==> config.mk <==
export PLATFORM = sky130hd
export DESIGN_NAME = cphr_front
export DESIGN_NICKNAME = d
export VERILOG_FILES = /design/src/rtl/cphr_pkg.sv /design/src/rtl/cphr_front.sv
export SDC_FILE = /design/constraint.sdc
export NUM_CORES = 1
export LEC_CHECK = 0
export BUFFER_PORTS_ARGS = -buffer_cell sky130_fd_sc_hd__buf_2
export CORE_UTILIZATION = 30
export DETAILED_ROUTE_END_ITERATION = 7
export GPL_TIMING_DRIVEN = 1
export REMOVE_ABC_BUFFERS = 1
export SLEW_MARGIN = 20
export SYNTH_ARGS = -nofsm -noshare
export SYNTH_HDL_FRONTEND = slang
export SYNTH_SLANG_ARGS = --single-unit
==> constraint.sdc <==
create_clock -name clk -period 7.8 [get_ports clk]
set_input_delay 0.78 -clock clk [delete_from_list [all_inputs] [get_ports clk]]
set_output_delay 0.78 -clock clk [all_outputs]
set_load 0.1 [all_outputs]
==> src/rtl/cphr_pkg.sv <==
`timescale 1ns / 1ps

package cphr_pkg;

    // largest drive value
    localparam logic [7:0] MAX_POWER = 8'd255;

    typedef logic [2:0] reg_idx_t;

    localparam reg_idx_t REG_P_GAIN       = 3'd0;
    localparam reg_idx_t REG_I_GAIN       = 3'd1;
    localparam reg_idx_t REG_D_GAIN       = 3'd2;
    localparam reg_idx_t REG_SETPOINT_ONE = 3'd3;
    localparam reg_idx_t REG_SETPOINT_TWO = 3'd4;
    localparam reg_idx_t REG_SUM_LIMIT    = 3'd5;
    localparam reg_idx_t REG_P_TERM_LIMIT = 3'd6;
    localparam reg_idx_t REG_D_TERM_LIMIT = 3'd7;

    typedef struct packed {
        logic        [15:0] p_gain;
        logic        [15:0] i_gain;
        logic        [15:0] d_gain;
        logic signed [15:0] setpoint_one;
        logic signed [15:0] setpoint_two;
        logic        [23:0] sum_limit;
        logic        [30:0] p_term_limit;
        logic        [30:0] d_term_limit;
    } cfg_t;

    // error stage result
    typedef struct packed {
        logic signed [16:0] err;
        logic signed [24:0] sum;
        logic signed [16:0] temp_diff;
    } front_t;

    // term stage result
    typedef struct packed {
        logic signed [31:0] prop;
        logic signed [41:0] integ;
        logic signed [31:0] deriv;
    } terms_t;

    // saturate a gain product to +/- lim
    function automatic logic signed [31:0] clamp_term(input logic signed [33:0] v,
                                                       input logic [30:0] lim);
        logic signed [33:0] hi;
        logic signed [33:0] lo;
        logic signed [31:0] r;
        hi = signed'({3'b000, lim});
        lo = -hi;
        if (v > hi)
        begin
            r = hi[31:0];
        end
        else if (v < lo)
        begin
            r = lo[31:0];
        end
        else
        begin
            r = v[31:0];
        end
        return r;
    endfunction

endpackage

==> src/rtl/cphr_front.sv <==
`timescale 1ns / 1ps

module cphr_front
    import cphr_pkg::*;
(
    input  logic               clk,
    input  logic               rst_n,
    input  cfg_t               cfg,
    input  logic               in_valid,
    output logic               in_ready,
    input  logic signed [15:0] measured_temp,
    input  logic               use_second_setpoint,
    input  logic               clear_integral,
    output logic               out_valid,
    input  logic               out_ready,
    output front_t             out_data
);

    logic               sel_reg;
    logic signed [24:0] sum_reg;
    logic signed [15:0] prev_reg;
    logic               valid_reg;
    front_t             data_reg;

    logic               accept;
    logic               switch_sel;
    logic signed [24:0] sum_base;
    logic signed [15:0] prev_base;
    logic signed [15:0] setpoint;
    logic signed [16:0] err;
    logic signed [16:0] temp_diff;
    logic signed [25:0] raw_sum;
    logic signed [25:0] lim_hi;
    logic signed [25:0] lim_lo;
    logic signed [24:0] sum_next;

    assign in_ready = !valid_reg || out_ready;
    assign accept   = in_valid && in_ready;

    always_comb
    begin
        switch_sel = use_second_setpoint != sel_reg;
        sum_base   = (switch_sel || clear_integral) ? '0 : sum_reg;
        prev_base  = switch_sel ? '0 : prev_reg;
        setpoint   = use_second_setpoint ? cfg.setpoint_two : cfg.setpoint_one;
        err        = signed'({setpoint[15], setpoint})
                   - signed'({measured_temp[15], measured_temp});
        temp_diff  = signed'({prev_base[15], prev_base})
                   - signed'({measured_temp[15], measured_temp});
        raw_sum    = signed'({sum_base[24], sum_base}) + signed'({{9{err[16]}}, err});
        lim_hi     = signed'({2'b00, cfg.sum_limit});
        lim_lo     = -lim_hi;
        if (raw_sum > lim_hi)
        begin
            sum_next = lim_hi[24:0];
        end
        else if (raw_sum < lim_lo)
        begin
            sum_next = lim_lo[24:0];
        end
        else
        begin
            sum_next = raw_sum[24:0];
        end
    end

    always_ff @(posedge clk or negedge rst_n)
    begin
        if (!rst_n)
        begin
            sel_reg   <= 1'b0;
            sum_reg   <= '0;
            prev_reg  <= '0;
            valid_reg <= 1'b0;
        end
        else
        begin
            if (in_ready)
            begin
                valid_reg <= in_valid;
            end
            if (accept)
            begin
                sel_reg  <= use_second_setpoint;
                sum_reg  <= sum_next;
                prev_reg <= measured_temp;
            end
        end
    end

    always_ff @(posedge clk)
    begin
        if (accept)
        begin
            data_reg.err       <= err;
            data_reg.sum       <= sum_next;
            data_reg.temp_diff <= temp_diff;
        end
    end

    assign out_valid = valid_reg;
    assign out_data  = data_reg;

endmodule

==> flow_summary.yaml <==
finish:
  areaGrowthSynthToFinish_pct: 22.44
  fin_nets: 1548
  final_util_pct: 37.22
  drive_gt1_share_pct: 25.91
  largest_reg_flops: 59
  final_common_cell: "buf_2"
  layout_common_cells: "buf_2 (138), nand2_1 (106), ha_1 (100)"
  final_cells: 1665
global_routing:
  grt_pass1_vias: 8212
  antenna_found_initial: 4
  grt_max_degree: 57
  grt_first_pass_wirelength_um: 43130
  grt_overflow: 0
  track_usage_pct: 16.70
place:
  dpl.cell_count: 1644
  dp_hpwl_um: 20910
  portBuffers: 138
  gp_congestion: 0.8809
critical_path:
  cp-start-kind: "input pin"
  endpoint_kind: "flop"
  crit_slowest_cell: "or4_4"
  r2r-end: "out_data[18]"
  crit_type: "input pin to flop"
  r2r_slack_ns: 1.50
  reg2reg_from: "sel_reg"
  cp_data_required_time_ns: 7.94
  r2r.worst_path.cells: 29
  crit_path_max_fanout: 11
  cpPeakStageDelay_ns: 0.55
  arrival_ns: 7.56
  path_common_cell: "buf_4"
yosys:
  ys_ff_latch: 102
  synthArstFlopShare_pct: 42.16
  synthesis.instances: 1064
  syn-cell-area_um2: 9568
  ys_warn_count: 0
  syn_area_per_cell_um2: 8.992
  ys_types: 88
  synth_area_leaders: "edfxtp_1 (19%), ha_1 (13%), dfrtp_1 (11%), xnor2_1 (4.9%), o21ai_0 (4.2%)"
  ys_seq_area_share_pct: 29.76
  yosysTopAreaCell: "edfxtp_1"
  synth_edf_count: 59
  synth_ff_type: "edfxtp_1"
  synth_top_cell_area_share_pct: 18.52
drt:
  viasPerCell: 5.064
  dr.pass1.iters: 7
  drc: 2
  drt_iter0_drc: 590
  dr_wl_met3_um: 1489
  highest_layer: "met5"
  vias: 8432
  wl_met2_um: 12200
  routed_wl_um: 27050
  final_antenna_net_count: 0
  met1Wirelength_um: 12850
  wl_per_cell_um: 16.25
die:
  die-area_um2: 32610
  num_rows: 65
  core_um2: 31470
  die_h_um: 180.6
  start_util_pct: 30.40
  io-pin-count: 249
  die_w_um: 180.6
pwr:
  sw_frac_of_total_pct: 49.26
  intPower_w: 0.002057
  power.density_nw_per_um2: 346.1
  pwr-share-comb_pct: 65.1
  seq_power_share_pct: 21.5
  ir_drop_mv: 0.1602
  clkPwrFrac_pct: 13.4
  leakagePower_nw: 5.395
  netSwitchingPower_w: 0.001997
run_status:
  status: "complete, but fails checks"
  violations: "DRC"
clock_network:
  clk_latency_ns: 0.38
  clock-sinks: 102
  clock_path_buffers: 2
  cts_hold_buf: 0
  clk_pin_slew_ns: 0.08
  cts_tree: "yes"
  cts-root-buf: "clkbuf_16"
  cts_buffers: 9
  cts-htree-levels: 3
hold_path:
  whs_path_depth: 2
  whs_endpoint: "prev_reg[14]"
  holdCritPathClass: "flop to flop"
  hp-start: "prev_reg[14]"
sta:
  clock_skew_ns: 0.01188
  finalCriticalPeriod_ns: 7.419
  slew_headroom_pct: 48.36
  worst_pin_slew_ns: 0.7747
  period_share_pct: 95.11
  maxSlewViolCount: 0
  setup_violations: 0
  rsz0062_at_grt: "no"
  holdWs_ns: 0.4716
  hold_viol_final: 0
  fin_setup_tns_ns: 0
  fmaxAchievable_mhz: 134.8
job:
  drv_cap: 0
-- repair_timing --
action | CTS | global route
resized for setup | 0 | 30
setup endpoints to repair | 0 | 50
buffers inserted | 0 | 4
-- cell usage after synthesis (4+ instances only) --
library cell and count:
nand2_1 106, ha_1 100, o21ai_0 80, inv_1 74
a21oi_1 67, edfxtp_1 59, nor2_1 59, xnor2_1 53
dfrtp_1 43, and2_1 37, mux2i_1 35, a21o_1 22
clkbuf_1 21, and3_1 17, mux2_2 17, o22ai_1 17
nand3_1 16, nor2b_1 13, a22oi_1 12, nand2b_1 12
o21a_1 12, o21ai_1 11, a31oi_1 10, nand4_1 10
nor3_1 9, xor2_1 9, a21boi_0 8, buf_2 8
a211oi_1 7, a22oi_2 7, buf_6 7, a211o_1 6
or3_1 6, a2bb2oi_1 5, a21oi_2 4, mux2i_2 4
o211ai_1 4, o21bai_1 4
-- final cells by class --
class / count / area [µm²]
Antenna cell: 1 / 2.502
Clock buffer: 10 / 239.0
Clock inverter: 6 / 110.1
Fill cell: 3196 / 19760
Inverter: 77 / 290.3
Multi-Input combinational cell: 843 / 6321
Sequential cell: 102 / 2848
Tap cell: 402 / 503.0
Timing Repair Buffer: 224 / 1401
-- metal layers --
metal  up-vias  global-route usage, %
met5         -                      0
met2       204                  26.98
met4         4                  4.991
met3        27                  3.820
li1       4258                      -
met1      3939                  22.10
-- worst max path at each step --
stage | cells past startpoint | slack (ns) | startpoint | end
after floorplan | 34 | -0.58 | use_second_setpoint | sum_reg[21]
after CTS | 37 | 0.11 | use_second_setpoint | out_data[27]
after global placement | 36 | -0.20 | use_second_setpoint | out_data[18]
after detailed placement | 36 | -0.24 | use_second_setpoint | out_data[18]
after global routing | 35 | 0.004 | use_second_setpoint | out_data[22]
final | 32 | 0.38 | use_second_setpoint | out_data[18]
-- power by group through the flow --
stage,Combinational (W),Sequential [W],Clock (W)
2_1_floorplan,0.00128,0.00136,0
3_3_place_gp,0.00252,0.000876,0
3_5_place_dp,0.00255,0.000879,0
4_1_cts,0.00257,0.000871,0.000562
5_1_grt,0.00285,0.000890,0.000578
6_report,0.00264,0.000873,0.000543
-- critical path: cells and delay by family --
kind / cells / cell delay [ns]
simple gates: 6 / 1.10
mux: 2 / 0.72
compound gates: 13 / 2.42
xor+xnor: 2 / 0.38
fa+ha+maj: 3 / 1.06
buf+inv: 6 / 1.09
-- kinds of logic (layout without fill, tap and decap cells) --
group	count (synthesis)	count (layout)	synth area share (%)
xor+xnor	64	64	6.133
other cells	0	1	0
flops	102	102	29.76
compound gates	315	315	22.43
buf+inv	119	317	5.466
mux	57	57	6.395
simple gates	304	304	16.11
fa+ha+maj	103	103	13.70
-- through the flow --
stage / setup WS (ns) / total power [W] / area, µm²
after floorplan: -0.5809 / 0.002645 / 9334
after global placement: -0.2009 / 0.003400 / 11210
after detailed placement: -0.2447 / 0.003425 / 11210
after CTS: 0.1083 / 0.003999 / 11550
after global routing: 0.004330 / 0.004323 / 11720
final: 0.3813 / 0.004054 / 11720
No activity file was read; power rests on OpenSTA's default activity.
