**src/rtl/cphr_pkg.sv**
```systemverilog
`timescale 1ns / 1ps

package cphr_pkg;

    // largest drive value
    localparam logic [7:0] MAX_POWER = 8'd255;

    typedef logic [2:0] reg_idx_t;

    localparam reg_idx_t REG_P_GAIN       = 3'd0;
    localparam reg_idx_t REG_I_GAIN       = 3'd1;
    localparam reg_idx_t REG_D_GAIN       = 3'd2;
    localparam reg_idx_t REG_SETPOINT_ONE = 3'd3;
    localparam reg_idx_t REG_SETPOINT_TWO = 3'd4;
    localparam reg_idx_t REG_SUM_LIMIT    = 3'd5;
    localparam reg_idx_t REG_P_TERM_LIMIT = 3'd6;
    localparam reg_idx_t REG_D_TERM_LIMIT = 3'd7;

    typedef struct packed {
        logic        [15:0] p_gain;
        logic        [15:0] i_gain;
        logic        [15:0] d_gain;
        logic signed [15:0] setpoint_one;
        logic signed [15:0] setpoint_two;
        logic        [23:0] sum_limit;
        logic        [30:0] p_term_limit;
        logic        [30:0] d_term_limit;
    } cfg_t;

    // error stage result
    typedef struct packed {
        logic signed [16:0] err;
        logic signed [24:0] sum;
        logic signed [16:0] temp_diff;
    } front_t;

    // term stage result
    typedef struct packed {
        logic signed [31:0] prop;
        logic signed [41:0] integ;
        logic signed [31:0] deriv;
    } terms_t;

    // saturate a gain product to +/- lim
    function automatic logic signed [31:0] clamp_term(input logic signed [33:0] v,
                                                       input logic [30:0] lim);
        logic signed [33:0] hi;
        logic signed [33:0] lo;
        logic signed [31:0] r;
        hi = signed'({3'b000, lim});
        lo = -hi;
        if (v > hi)
        begin
            r = hi[31:0];
        end
        else if (v < lo)
        begin
            r = lo[31:0];
        end
        else
        begin
            r = v[31:0];
        end
        return r;
    endfunction

endpackage

```
**src/rtl/cphr_cfg.sv**
```systemverilog
`timescale 1ns / 1ps

module cphr_cfg
    import cphr_pkg::*;
(
    input  logic        clk,
    input  logic        rst_n,
    input  logic        cfg_we,
    input  reg_idx_t    cfg_index,
    input  logic [30:0] cfg_data,
    output cfg_t        cfg
);

    cfg_t cfg_reg;

    always_ff @(posedge clk or negedge rst_n)
    begin
        if (!rst_n)
        begin
            cfg_reg <= '0;
        end
        else if (cfg_we)
        begin
            case (cfg_index)
                REG_P_GAIN:       cfg_reg.p_gain       <= cfg_data[15:0];
                REG_I_GAIN:       cfg_reg.i_gain       <= cfg_data[15:0];
                REG_D_GAIN:       cfg_reg.d_gain       <= cfg_data[15:0];
                REG_SETPOINT_ONE: cfg_reg.setpoint_one <= signed'(cfg_data[15:0]);
                REG_SETPOINT_TWO: cfg_reg.setpoint_two <= signed'(cfg_data[15:0]);
                REG_SUM_LIMIT:    cfg_reg.sum_limit    <= cfg_data[23:0];
                REG_P_TERM_LIMIT: cfg_reg.p_term_limit <= cfg_data[30:0];
                REG_D_TERM_LIMIT: cfg_reg.d_term_limit <= cfg_data[30:0];
                default:          cfg_reg              <= cfg_reg;
            endcase
        end
    end

    assign cfg = cfg_reg;

endmodule

```
**config.mk**
```make
export PLATFORM = sky130hd
export DESIGN_NAME = cphr_cfg
export DESIGN_NICKNAME = d
export VERILOG_FILES = /design/src/rtl/cphr_pkg.sv /design/src/rtl/cphr_cfg.sv
export SDC_FILE = /design/constraint.sdc
export NUM_CORES = 1
export LEC_CHECK = 0
export ABC_AREA = 0
export BUFFER_PORTS_ARGS = -buffer_cell sky130_fd_sc_hd__buf_2
export CAP_MARGIN = 10
export CORE_MARGIN = 2
export CORE_UTILIZATION = 46
export CTS_CLUSTER_DIAMETER = 80
export DETAILED_ROUTE_END_ITERATION = 8
export GPL_TIMING_DRIVEN = 0
export PLACE_DENSITY = 0.76
export SYNTH_ARGS = -nofsm -noshare
export SYNTH_HDL_FRONTEND = slang
export SYNTH_SLANG_ARGS = --single-unit
```
**constraint.sdc**
```tcl
create_clock -name clk -period 0.8 [get_ports clk]
set_clock_uncertainty 0.05 [all_clocks]
set_input_delay 0.12 -clock clk [delete_from_list [all_inputs] [get_ports clk]]
set_output_delay 0.12 -clock clk [all_outputs]
set_load 0.1 [all_outputs]
```
==> results.json, run 1 <==
{
  "initial_core_util": 0.473,
  "place_inst": 735,
  "ys_seq_area_frac": 0.658,
  "clock_path_buffers": 2,
  "error": "[ERROR GRT-0232] Routing congestion too high. Check the congestion heatmap in the GUI.",
  "syn-num-nets": 397,
  "place.gp.congestion": 0.743,
  "syn-cell-area_um2": 6310,
  "grt_repair_worst_endpoint": "cfg[115]",
  "grt_max_degree": 102,
  "synth_top_area_share": 0.658,
  "ys_ff_latch": 166,
  "track_usage": 0.806,
  "worst-ep-kind": "top-level output",
  "synth_common_cells": "dfrtp_1, mux2_2, buf_2",
  "place_ws_ns": -0.865,
  "synth_edf_count": 0,
  "yosys_warnings": 0,
  "std_cell_rows": 42,
  "status": "stopped before the end",
  "grt.overflow.total": 65,
  "numCtsBuffers": 17,
  "antenna_found_initial": 2,
  "synthesis.instances": 360,
  "fp.dieH_um": 121,
  "portBuffers": 198,
  "h-tree-depth": 4,
  "async_flop_share": 1.00,
  "ys.flop_type": "dfrtp_1",
  "yosysMostFrequentCell": "dfrtp_1",
  "syn_area_per_cell_um2": 17.5,
  "synth_cell_types": 14,
  "io_pins": 203,
  "hpwl_um": 10600,
  "synth_area_leaders": "dfrtp_1, mux2_2, mux2_4, buf_6, buf_2",
  "clock_sink_count": 166,
  "failed_stage": "global routing",
  "synth_top_cell_by_area": "dfrtp_1",
  "cts-root-buf": "clkbuf_16",
  "die-width_um": 121
}
==> stage by stage <==
stage          hold WS, ns  area, um^2
3_3_place_gp         0.315        8570
4_1_cts             -0.356       12400
2_1_floorplan       -0.226        7350
3_5_place_dp        0.0930        8600
==> kinds of logic after synthesis <==
logic type / after synthesis / share of synthesized area
flip-flops: 166 / 0.658
AND/OR/NAND/NOR: 8 / 0.0164
multiplexers: 166 / 0.302
buffers and inverters: 20 / 0.0238
==> layer usage <==
| layer | GRT overflow | track usage |
|---|---|---|
| met3 | 1 | 0.701 |
| met2 | 27 | 0.917 |
| met5 | 1 | 0.309 |
| met1 | 0 | 0.817 |
| met4 | 36 | 0.815 |
==> what timing repair did <==
item,4_1_cts
setup endpoints to repair,332
hold buffers,15
pin swaps,2
setup buffers,25
hold endpoints to repair,147
resized for setup,754
gates cloned,1
==> run 2, diff against run 1 <==
CORE_UTILIZATION = 40   (was 46)
CTS_CLUSTER_DIAMETER = not set   (was 80)
PLACE_DENSITY = not set   (was 0.76)
PLACE_DENSITY_LB_ADDON = 0.15   (was not set)
clock period = 1 ns   (was 0.8 ns; I/O delays follow)
==> results.json, run 2 <==
{
  "drive_gt1_frac": 0.959,
  "std_cell_rows": 45,
  "ant_nets": 0,
  "remaining_drc_errors": 0,
  "worstMarginPinSlew_ns": 0.610,
  "ys_seq_area_frac": 0.658,
  "hold_viol_final": 78,
  "synthMuxAreaShare": 0.302,
  "end_kind": "primary output",
  "syn-cell-area_um2": 6310,
  "place.gp.congestion": 0.753,
  "place_ws_ns": -0.687,
  "dieArea_um2": 16800,
  "cp.arrival_ns": 1.10,
  "cp_slowest_cell": "dfrtp_4",
  "track_usage": 0.211,
  "post-route-min-period_ns": 1.30,
  "cts_tree": "done",
  "core_um2": 15300,
  "crit_buf_inv": 1,
  "synth_fa_ha_area_frac": 0,
  "ys_ff_latch": 166,
  "clock_sink_count": 166,
  "diodes": 0,
  "final_cell_mix": "buf_12, dfrtp_2, mux2_4",
  "syn-num-nets": 397,
  "status": "finished, violations left",
  "synth_common_cells": "dfrtp_1, mux2_2, buf_2",
  "p_leak_nw": 5.31,
  "largest_reg_flops": 166,
  "cellPowerDensity_nw_per_um2": 3210,
  "grt.overflow.total": 0,
  "ir_worst_vdd_uv": 1830,
  "routedWlPerCell_um": 20.9,
  "vias": 4179,
  "ys.flop_type": "dfrtp_1",
  "cts-root-buf": "clkbuf_16",
  "hold_class": "in2async",
  "cts.clk_slew.worst_paths_ns": 0.06,
  "synth-xor-area-share": 0,
  "synth_edf_count": 0,
  "antenna_found_initial": 0,
  "finalCritPeriodShare": 1.30,
  "h-tree-depth": 4,
  "synth_compound_area_frac": 0,
  "grt_max_degree": 89,
  "synth_cell_types": 14,
  "whs_ns": -0.361,
  "required_ns": 0.80,
  "holdBufCountCts": 15,
  "hpwl_um": 10200,
  "path_class": "reg2out",
  "syn_area_per_cell_um2": 17.5,
  "synth_top_cell_by_area": "dfrtp_1",
  "nNetsFinal": 675,
  "drt-total-wl_um": 18000,
  "drt_iter0_markers": 129,
  "clock_latency_ns": 0.41,
  "final_common_cell": "buf_12",
  "initial_core_util": 0.412,
  "synth_area_leaders": "dfrtp_1, mux2_2, mux2_4, buf_6, buf_2",
  "synth_top_area_share": 0.658,
  "start_kind": "flop",
  "async_flop_share": 1.00,
  "violations": "negative hold slack, negative setup slack",
  "slowest_delay_ns": 0.50,
  "final_max_slew_viol_count": 0,
  "synth-simple-area-share": 0.0164,
  "crit_fanout": 2,
  "io_pins": 203,
  "yosys_warnings": 0,
  "clock_path_buffers": 2,
  "post-route-util": 0.774,
  "yosysMostFrequentCell": "dfrtp_1",
  "maxCapViolations": 0,
  "grt_pass1_wl_um": 26600,
  "rsz0062_at_grt": "true",
  "die-width_um": 130,
  "critPathTopFamily": "flip-flops",
  "numCtsBuffers": 17,
  "fp.dieH_um": 130,
  "portBuffers": 198,
  "timing.final.ws_setup_ns": -0.297,
  "setup_viol": 174,
  "synth_top_family_by_area": "multiplexers",
  "max-slew-margin-rel": 0.593,
  "vias_per_cell": 4.85,
  "synthesis.instances": 360,
  "dr.pass1.iters": 4,
  "syn_to_final_growth_pct": 87.8,
  "max_freq_mhz": 771,
  "cp_cell_sequence": "buf_12",
  "grt_pass1_vias": 4605
}
-- run 2: cell counts after synthesis --
Identical to the previous run, type by type.
-- run 2: path summary, 6_finish.rpt --
| kind | startpoint | to | slack, ns | depth (start not counted) |
|---|---|---|---|---|
| max in group asynchronous | rst_n | cfg[102]$_DFFE_PN0P_ | 0.38 | 2 |
| min in group clk | cfg_data[3] | cfg[121]$_DFFE_PN0P_ | 0.02 | 2 |
| worst min-delay path | rst_n | cfg[50]$_DFFE_PN0P_ | -0.36 | 1 |
| worst min register to register | cfg[48]$_DFFE_PN0P_ | cfg[48]$_DFFE_PN0P_ | 0.48 | 1 |
| worst max register to register | cfg[159]$_DFFE_PN0P_ | cfg[159]$_DFFE_PN0P_ | -0.09 | 3 |
| worst max-delay path | cfg[105]$_DFFE_PN0P_ | cfg[105] | -0.30 | 1 |
-- run 2: what timing repair did --
action                     4_1_cts  5_1_grt
hold endpoints to repair       116       78
gates resized for setup        522      143
buffers inserted                29       19
pin swaps                        1        0
setup endpoints to repair      202      188
gates cloned                     0        0
-- run 2: report_power, final --
| part | switching (W) | total (W) | internal, W | leakage [nW] |
|---|---|---|---|---|
| Sequential | 0.00173 | 0.0103 | 0.00854 | 1.82 |
| Clock | 0.00269 | 0.00708 | 0.00439 | 0.310 |
| Combinational | 0.0129 | 0.0207 | 0.00777 | 3.18 |
| Total | 0.0173 | 0.0380 | 0.0207 | 5.31 |
-- run 2: cell type report --
type                       instances  area [um^2]
sequential                       166         4380
timing repair buffer             259         3980
fill                             846         3460
multi-input combinational        174         2340
clock buffer                      21          470
tap                              211          264
buffer                            20          250
clock inverter                    11          171
-- run 2: logic make-up (layout without fill, tap and decap cells) --
kind of cell	Yosys count	in the layout
buf+inv	20	311
flops	166	166
simple gates	8	8
mux	166	166
-- run 2: worst register-to-register path: cells and delay by family (launching register included) --
| family | cells | cell delay, ns |
|---|---|---|
| buf+inv | 2 | 0.27 |
| flops | 1 | 0.41 |
| mux | 1 | 0.25 |
-- run 2: per-layer routing --
| layer | part of all wire | up-vias | global-route usage |
|---|---|---|---|
| met5 | 0 | - | 0 |
| met2 | 0.52 | 137 | 0.354 |
| li1 | - | 1831 | - |
| met1 | 0.41 | 2189 | 0.265 |
| met4 | 0.014 | 0 | 0.0696 |
| met3 | 0.053 | 22 | 0.0603 |
-- run 2: stage by stage --
stage / hold slack (ns) / TNS [ns] / area (um^2) / total power [W] / cells
3_3_place_gp: 0.344 / -558.76 / 8200 / 0.0246 / 769
4_1_cts: -0.333 / -39.70 / 11100 / 0.0364 / 846
5_1_grt: -0.314 / -42.35 / 11900 / 0.0391 / 862
6_report: -0.361 / -37.23 / 11900 / 0.0380 / 862
3_5_place_dp: 0.125 / -72.65 / 8240 / 0.0247 / 770
2_1_floorplan: -0.196 / -37.53 / 6940 / 0.0223 / 360
(Power assumes the default switching activity.)
