File: config.mk
export PLATFORM = sky130hd
export DESIGN_NAME = cphr_out
export DESIGN_NICKNAME = d
export VERILOG_FILES = /design/src/rtl/cphr_pkg.sv /design/src/rtl/cphr_out.sv
export SDC_FILE = /design/constraint.sdc
export NUM_CORES = 1
export LEC_CHECK = 0
export ABC_AREA = 1
export BUFFER_PORTS_ARGS = -buffer_cell sky130_fd_sc_hd__buf_2
export CAP_MARGIN = 20
export CORE_MARGIN = 5
export CORE_UTILIZATION = 35
export DETAILED_ROUTE_END_ITERATION = 16
export SLEW_MARGIN = 20
export SYNTH_ARGS = -nofsm -noshare
export SYNTH_HDL_FRONTEND = slang
export SYNTH_SLANG_ARGS = --single-unit
File: constraint.sdc
create_clock -name clk -period 18.1 [get_ports clk]
set_clock_uncertainty 0.1 [all_clocks]
set_input_delay 0.905 -clock clk [delete_from_list [all_inputs] [get_ports clk]]
set_output_delay 0.905 -clock clk [all_outputs]
set_load 0.1 [all_outputs]
File: src/rtl/cphr_pkg.sv
`timescale 1ns / 1ps

package cphr_pkg;

    // largest drive value
    localparam logic [7:0] MAX_POWER = 8'd255;

    typedef logic [2:0] reg_idx_t;

    localparam reg_idx_t REG_P_GAIN       = 3'd0;
    localparam reg_idx_t REG_I_GAIN       = 3'd1;
    localparam reg_idx_t REG_D_GAIN       = 3'd2;
    localparam reg_idx_t REG_SETPOINT_ONE = 3'd3;
    localparam reg_idx_t REG_SETPOINT_TWO = 3'd4;
    localparam reg_idx_t REG_SUM_LIMIT    = 3'd5;
    localparam reg_idx_t REG_P_TERM_LIMIT = 3'd6;
    localparam reg_idx_t REG_D_TERM_LIMIT = 3'd7;

    typedef struct packed {
        logic        [15:0] p_gain;
        logic        [15:0] i_gain;
        logic        [15:0] d_gain;
        logic signed [15:0] setpoint_one;
        logic signed [15:0] setpoint_two;
        logic        [23:0] sum_limit;
        logic        [30:0] p_term_limit;
        logic        [30:0] d_term_limit;
    } cfg_t;

    // error stage result
    typedef struct packed {
        logic signed [16:0] err;
        logic signed [24:0] sum;
        logic signed [16:0] temp_diff;
    } front_t;

    // term stage result
    typedef struct packed {
        logic signed [31:0] prop;
        logic signed [41:0] integ;
        logic signed [31:0] deriv;
    } terms_t;

    // saturate a gain product to +/- lim
    function automatic logic signed [31:0] clamp_term(input logic signed [33:0] v,
                                                       input logic [30:0] lim);
        logic signed [33:0] hi;
        logic signed [33:0] lo;
        logic signed [31:0] r;
        hi = signed'({3'b000, lim});
        lo = -hi;
        if (v > hi)
        begin
            r = hi[31:0];
        end
        else if (v < lo)
        begin
            r = lo[31:0];
        end
        else
        begin
            r = v[31:0];
        end
        return r;
    endfunction

endpackage

File: src/rtl/cphr_out.sv
`timescale 1ns / 1ps

module cphr_out
    import cphr_pkg::*;
(
    input  logic        clk,
    input  logic        rst_n,
    input  logic        in_valid,
    output logic        in_ready,
    input  terms_t      in_data,
    output logic        out_valid,
    input  logic        out_ready,
    output logic [7:0]  heater_power,
    output terms_t      out_terms
);

    logic               valid_reg;
    logic [7:0]         power_reg;
    terms_t             terms_reg;

    logic               accept;
    logic signed [43:0] total;
    logic        [30:0] shifted;
    logic        [7:0]  power_next;

    assign in_ready = !valid_reg || out_ready;
    assign accept   = in_valid && in_ready;

    always_comb
    begin
        total   = signed'({{12{in_data.prop[31]}}, in_data.prop})
                + signed'({{2{in_data.integ[41]}}, in_data.integ})
                + signed'({{12{in_data.deriv[31]}}, in_data.deriv});
        shifted = total[42:12];
        // negative total drives nothing, large total saturates
        if (total[43])
        begin
            power_next = 8'd0;
        end
        else if (shifted > {23'd0, MAX_POWER})
        begin
            power_next = MAX_POWER;
        end
        else
        begin
            power_next = shifted[7:0];
        end
    end

    always_ff @(posedge clk or negedge rst_n)
    begin
        if (!rst_n)
        begin
            valid_reg <= 1'b0;
        end
        else if (in_ready)
        begin
            valid_reg <= in_valid;
        end
    end

    always_ff @(posedge clk)
    begin
        if (accept)
        begin
            power_reg <= power_next;
            terms_reg <= in_data;
        end
    end

    assign out_valid    = valid_reg;
    assign heater_power = power_reg;
    assign out_terms    = terms_reg;

endmodule
==> results of run 1 <==
## layout make-up
| cell class | count | area, um2 |
|---|---|---|
| fill | 2340 | 12500 |
| multi-input combinational | 689 | 4030 |
| sequential | 115 | 3450 |
| timing repair buffer | 227 | 1140 |
| inverter | 174 | 653 |
| clock buffer | 20 | 447 |
| tap | 285 | 357 |
| clock inverter | 12 | 156 |
## path summary, 6_finish.rpt
check                                                 to  slack [ns]                   from  depth (start not counted)
min reg2reg                        out_valid$_DFFE_PN0N_        0.48  out_valid$_DFFE_PN0N_                          2
min                                out_valid$_DFFE_PN0N_        0.15                  rst_n                          1
max in group asynchronous          out_valid$_DFFE_PN0N_       17.66                  rst_n                          1
max                        heater_power[1]$_SDFFCE_PP0P_       14.15            in_data[31]                         16
min in group clk                   out_valid$_DFFE_PN0N_        0.48  out_valid$_DFFE_PN0N_                          2
max reg2reg                      out_terms[16]$_DFFE_PP_       15.69  out_valid$_DFFE_PN0N_                          3
## state kept, by name, summed over array words and instances (netlist names)
register	flops
out_valid	1
heater_power	8
out_terms	106
## cells in the mapped netlist
cell type,n
nand2_1,342
inv_1,172
edfxtp_1,114
nor2_1,82
nand3_1,54
a21oi_1,46
ha_1,42
fa_1,41
nand2_2,12
o21bai_1,11
nand3b_1,10
nand4_1,10
nor2_2,8
o21ai_0,6
a21oi_2,4
nor3_1,3
and2_1,2
inv_2,2
nand3_2,2
nor2_4,2
nor3_2,2
o21ai_1,2
xor2_1,2
a21boi_0,1
a31oi_1,1
dfrtp_1,1
nor3_4,1
nor4_1,1
o21a_1,1
or3_1,1
## report_power, final
part           switching (W)  internal, W  total (W)
Combinational       0.000361     0.000121   0.000482
Clock               0.000129     0.000220   0.000349
Sequential        0.00000400     0.000316   0.000320
Total               0.000494     0.000658    0.00115
## worst max-delay path, cell delays in order
cell and delay (ns):
buf_2 0.35, fa_1 0.47, ha_1 0.45, nand2_1 0.14
nor2_1 0.23, nand2_1 0.14, nor2_1 0.21, nand3_1 0.19
nand4_1 0.14, nand2_1 0.11, nor2_1 0.11, nand3_1 0.08
nor2_1 0.09, nand3_1 0.08, nand2_2 0.17, a21oi_1 0.10
## metrics by stage
step                std cells  area (um2)
global route             1522       10200
detailed placement       1490        9630
floorplan                 978        8120
CTS                      1522       10200
global placement         1490        9630
finish                   1522       10200
## kinds of logic after synthesis
| kind of cell | Yosys count |
|---|---|
| simple gates | 532 |
| buf+inv | 174 |
| flops | 115 |
| fa+ha+maj | 83 |
| compound gates | 72 |
| xor+xnor | 2 |
## per-layer routing
metal / global-route usage (%) / vias to the layer above
li1: - / 3614
met1: 24.6 / 3304
met2: 29.8 / 245
met3: 3.78 / 19
met4: 4.77 / 0
met5: 0 / -
==> results.sh, run 1 <==
export IMPL_outcome="complete, no violations"
export IMPL_clock_fmax_mhz=253
export IMPL_syn_area_um2=8120
export IMPL_finalWorstPathRequiredPeriod_ns=3.95
export IMPL_yosys_area_share_xor_xnor_pct=0.216
export IMPL_power_density_normalized_to_cell_area_nw_per_um2=113
export IMPL_place_ws_ns=13.71
export IMPL_avgSynthCellArea_um2=8.30
export IMPL_postCtsSetupRepairBufs=0
export IMPL_clock_pin_slew_reported_for_the_worst_setup_and_hold_paths_after_clock_tree_synthesis_ns=0.06
export IMPL_vdd_drop_max_uv=57.6
export IMPL_global_route_usage_total_pct=18.2
export IMPL_placement_rows=55
export IMPL_syn_inst=978
export IMPL_netlist_cell_type_count=30
export IMPL_cts_sinks=115
export IMPL_cts_resized=0
export IMPL_worst_hold_path_type="input port to async pin"
export IMPL_timing_worst_slew_pin_value_ns=0.786
export IMPL_clock_latency_ns=0.41
export IMPL_wl_per_cell_um=15.8
export IMPL_synth_top_cells_by_area="edfxtp_1 42%, nand2_1 16%, fa_1 10%"
export IMPL_dominant_combinational_cell_family_by_area_after_synthesis="simple AND/OR/NAND/NOR gates"
export IMPL_detail_route_first_pass_iterations=5
export IMPL_setup_viol_count_final=0
export IMPL_timing_critical_path_fanout_max=12
export IMPL_htree_num_levels=4
export IMPL_totalWireLength_mm=24.0
export IMPL_grt_pass1_wl_mm=37.3
export IMPL_route_detailed_vias_per_inst=4.72
export IMPL_total_number_of_vias=7182
export IMPL_yosysTopAreaCellShare_pct=42.2
export IMPL_setup_worst_path_end_class="register"
export IMPL_die_height_um=162
export IMPL_largest_net_degree_at_the_start_of_global_routing=61
export IMPL_cp_arrival_ns=3.98
export IMPL_final_util_pct=45.0
export IMPL_clk_root_buffer_cell="clkbuf_16"
export IMPL_synth_ff_latch_count=115
export IMPL_detail_route_wirelength_met1_mm=10.7
export IMPL_timing_slew_headroom_pct=47.4
export IMPL_via_count_of_the_first_global_routing_pass=7071
export IMPL_ys_seq_area_share_pct=42.5
export IMPL_ctsHoldBuffers=0
export IMPL_timing_worst_setup_path_type="input port to register"
export IMPL_detail_route_antenna_nets=0
export IMPL_dpl_hpwl_mm=20.1
export IMPL_timing_hold_ws_ns=0.154
export IMPL_routed_wl_met3_mm=1.59
export IMPL_global_route_overflow_total=0
export IMPL_topRoutingLayerUsed="met4"
export IMPL_grt_antenna_before_repair=0
export IMPL_clk_path_buf_depth=2
export IMPL_post_route_cells_drive_above_1_share_pct=23.5
export IMPL_top_level_ports=226
export IMPL_die_area_um2=26300
export IMPL_net_count_synth=1171
export IMPL_dr_wl_met2_mm=11.3
export IMPL_num_antenna_cells=0
export IMPL_post_route_period_util_pct=21.8
export IMPL_post_synth_and_or_nand_nor_area_fraction_pct=27.6
export IMPL_synth_largest_area_cell="edfxtp_1"
export IMPL_initial_utilization_pct=35.7
export IMPL_ys_warnings_count=0
export IMPL_layout_commonest_cell="nand2_1"
export IMPL_leakage_nw=5.11
export IMPL_tritoncts="yes"
export IMPL_worst_setup_margin_ns=14.15
export IMPL_nNetsFinal=1417
export IMPL_design_core_area_um2=22700
export IMPL_place_gp_congestion=0.913
export IMPL_area_growth_pct=26.0
export IMPL_fin_tns_setup_ns=0
export IMPL_synth_compound_gate_area_share_pct=5.04
export IMPL_mostFrequentLayoutCells="342 x nand2_1, 225 x buf_2, 172 x inv_1"
export IMPL_multiplexer_share_of_the_synthesized_area_pct=0
export IMPL_rsz0062_at_grt="false"
export IMPL_synth_adder_area_share_pct=16.6
export IMPL_slew_viol_final=0
export IMPL_critPathRequiredTime_ns=18.12
export IMPL_drt_first_iter_violations=538
export IMPL_num_cts_buffers=17
export IMPL_fin_total_pwr_w=0.00115
export IMPL_detail_route_drc_violations=0
export IMPL_finalHoldViolCount=0
export IMPL_io_buffers=225
export IMPL_chipWidth_um=162
export IMPL_cap_violations=0
export IMPL_startpoint_type="input port"
(Power assumes the default switching activity.)
==> inputs of run 2 (changes only) <==
==> constraint.sdc (replaced) <==
create_clock -name clk -period 3.6 [get_ports clk]
set_clock_uncertainty 0.1 [all_clocks]
set_input_delay 0.18 -clock clk [delete_from_list [all_inputs] [get_ports clk]]
set_output_delay 0.18 -clock clk [all_outputs]
set_load 0.1 [all_outputs]
==> results.sh, run 2 (synthesis gave the netlist of run 1 again) <==
export IMPL_initial_utilization_pct=35.7
export IMPL_clk_root_buffer_cell="clkbuf_16"
export IMPL_startpoint_type="input port"
export IMPL_cp_arrival_ns=3.47
export IMPL_fin_total_pwr_w=0.00612
export IMPL_area_growth_pct=46.4
export IMPL_setup_viol_count_final=0
export IMPL_totalWireLength_mm=25.7
export IMPL_critical_path_slowest_cell="fa_1"
export IMPL_layout_commonest_cell="nand2_1"
export IMPL_largest_net_degree_at_the_start_of_global_routing=115
export IMPL_route_detailed_vias_per_inst=4.68
export IMPL_cts_sinks=115
export IMPL_num_antenna_cells=0
export IMPL_dpl_cell_count=1503
export IMPL_place_ws_ns=0.101
export IMPL_top_level_ports=226
export IMPL_timing_slew_headroom_pct=57.4
export IMPL_outcome="complete, no violations"
export IMPL_grt_antenna_before_repair=0
export IMPL_timing_worst_slew_pin_value_ns=0.639
export IMPL_post_route_cells_drive_above_1_share_pct=28.3
export IMPL_cap_violations=0
export IMPL_num_cts_buffers=17
export IMPL_total_number_of_vias=7715
export IMPL_place_gp_congestion=0.942
export IMPL_most_prevalent_standard_cell_on_the_critical_path="nand2_1"
export IMPL_global_route_usage_total_pct=19.3
export IMPL_design_core_area_um2=22700
export IMPL_largest_register_ff_count=106
export IMPL_chipWidth_um=162
export IMPL_mostFrequentLayoutCells="315 x nand2_1, 225 x buf_2, 172 x inv_1"
export IMPL_htree_num_levels=4
export IMPL_detail_route_first_pass_iterations=5
export IMPL_timing_worst_setup_path_type="input port to register"
export IMPL_detail_route_drc_violations=0
export IMPL_timing_critical_path_fanout_max=8
export IMPL_layout_filler_cells=2150
export IMPL_drt_first_iter_violations=466
export IMPL_clock_pin_slew_reported_for_the_worst_setup_and_hold_paths_after_clock_tree_synthesis_ns=0.06
export IMPL_wl_per_cell_um=15.6
export IMPL_die_area_um2=26300
export IMPL_placement_rows=55
export IMPL_clock_latency_ns=0.42
export IMPL_nNetsFinal=1542
export IMPL_clk_path_buf_depth=2
export IMPL_cp_cell_sequence="dlygate4sd3_1, buf_2, fa_1, ha_2, nand2_1, nand2_1, a21oi_1, nand2_1, a21oi_2, nand3b_1, nand2_1, nand3_1, nor2_2, nand2_1, nor2_1, nand2_1, nand2_4, a21oi_1"
export IMPL_detail_route_antenna_nets=0
export IMPL_placed_cell_area_um2=9750
export IMPL_design_area_um2=11900
export IMPL_power_density_normalized_to_cell_area_nw_per_um2=515
export IMPL_global_route_overflow_total=0
export IMPL_post_route_period_util_pct=94.5
export IMPL_finalHoldViolCount=0
export IMPL_die_height_um=162
export IMPL_vdd_drop_max_uv=316
export IMPL_worst_hold_path_type="input port to register"
export IMPL_finalNonFillerCells=1647
export IMPL_leakage_nw=5.67
export IMPL_crit_path_max_incr_delay_ns=0.54
export IMPL_io_buffers=225
export IMPL_via_count_of_the_first_global_routing_pass=7859
export IMPL_tritoncts="yes"
export IMPL_slew_viol_final=0
export IMPL_worst_setup_margin_ns=0.196
export IMPL_setup_worst_path_end_class="register"
export IMPL_dpl_hpwl_mm=20.0
export IMPL_clock_fmax_mhz=294
export IMPL_finalWorstPathRequiredPeriod_ns=3.40
export IMPL_grt_pass1_wl_mm=40.2
export IMPL_critPathRequiredTime_ns=3.67
export IMPL_fin_tns_setup_ns=0
-- run 2: path summary, 6_finish.rpt --
path | cells past startpoint | startpoint | end | slack [ns]
max | 18 | in_data[22] | heater_power[1]$_SDFFCE_PP0P_ | 0.20
min | 2 | in_data[31] | out_terms[31]$_DFFE_PP_ | 0.05
max reg2reg | 2 | out_valid$_DFFE_PN0N_ | out_terms[10]$_DFFE_PP_ | 1.96
min reg2reg | 2 | out_valid$_DFFE_PN0N_ | out_terms[24]$_DFFE_PP_ | 0.89
max in group asynchronous | 3 | rst_n | out_valid$_DFFE_PN0N_ | 2.81
min in group asynchronous | 3 | rst_n | out_valid$_DFFE_PN0N_ | 0.49
-- run 2: power by group --
part           leakage, nW  internal [W]  switching, W
clock                0.287       0.00109      0.000646
sequential            1.10       0.00159     0.0000217
combinational         4.29      0.000835       0.00194
-- run 2: per-stage QoR --
stage          hold WS [ns]  util [%]
5_1_grt              0.0631      52.3
2_1_floorplan        -0.216         -
3_3_place_gp         -0.145      42.9
3_5_place_dp         -0.144      42.9
6_report             0.0477      52.3
4_1_cts              0.0385      50.3
-- run 2: worst max-delay path, delay by kind of cell --
family,cells,cell delay (ns)
simple gates,11,1.23
fa+ha+maj,2,0.85
buf+inv,2,0.67
compound gates,3,0.52
-- run 2: timing repair --
item | in CTS | in global routing
resized for setup | 0 | 97
hold endpoints to repair | 106 | 0
hold buffers | 108 | 0
buffers inserted | 0 | 4
setup endpoints to repair | 0 | 8
-- run 2: routing by layer --
layer	global-route usage [%]	share of wire (%)	vias to the layer above
met5	0	0	-
met4	5.61	1.8	0
met3	3.48	6.3	35
met2	32.5	48	250
met1	25.5	44	3569
li1	-	-	3861
-- run 2: cell type report --
type                    count  area (um2)  area share [%]
clock buffers              19         433            3.64
inverters                 174         653            5.50
multi-input cells         689        4460            37.5
well taps                 285         357            3.00
repair buffers            352        2370            20.0
clock inverters            13         160            1.35
flip-flops and latches    115        3450            29.0
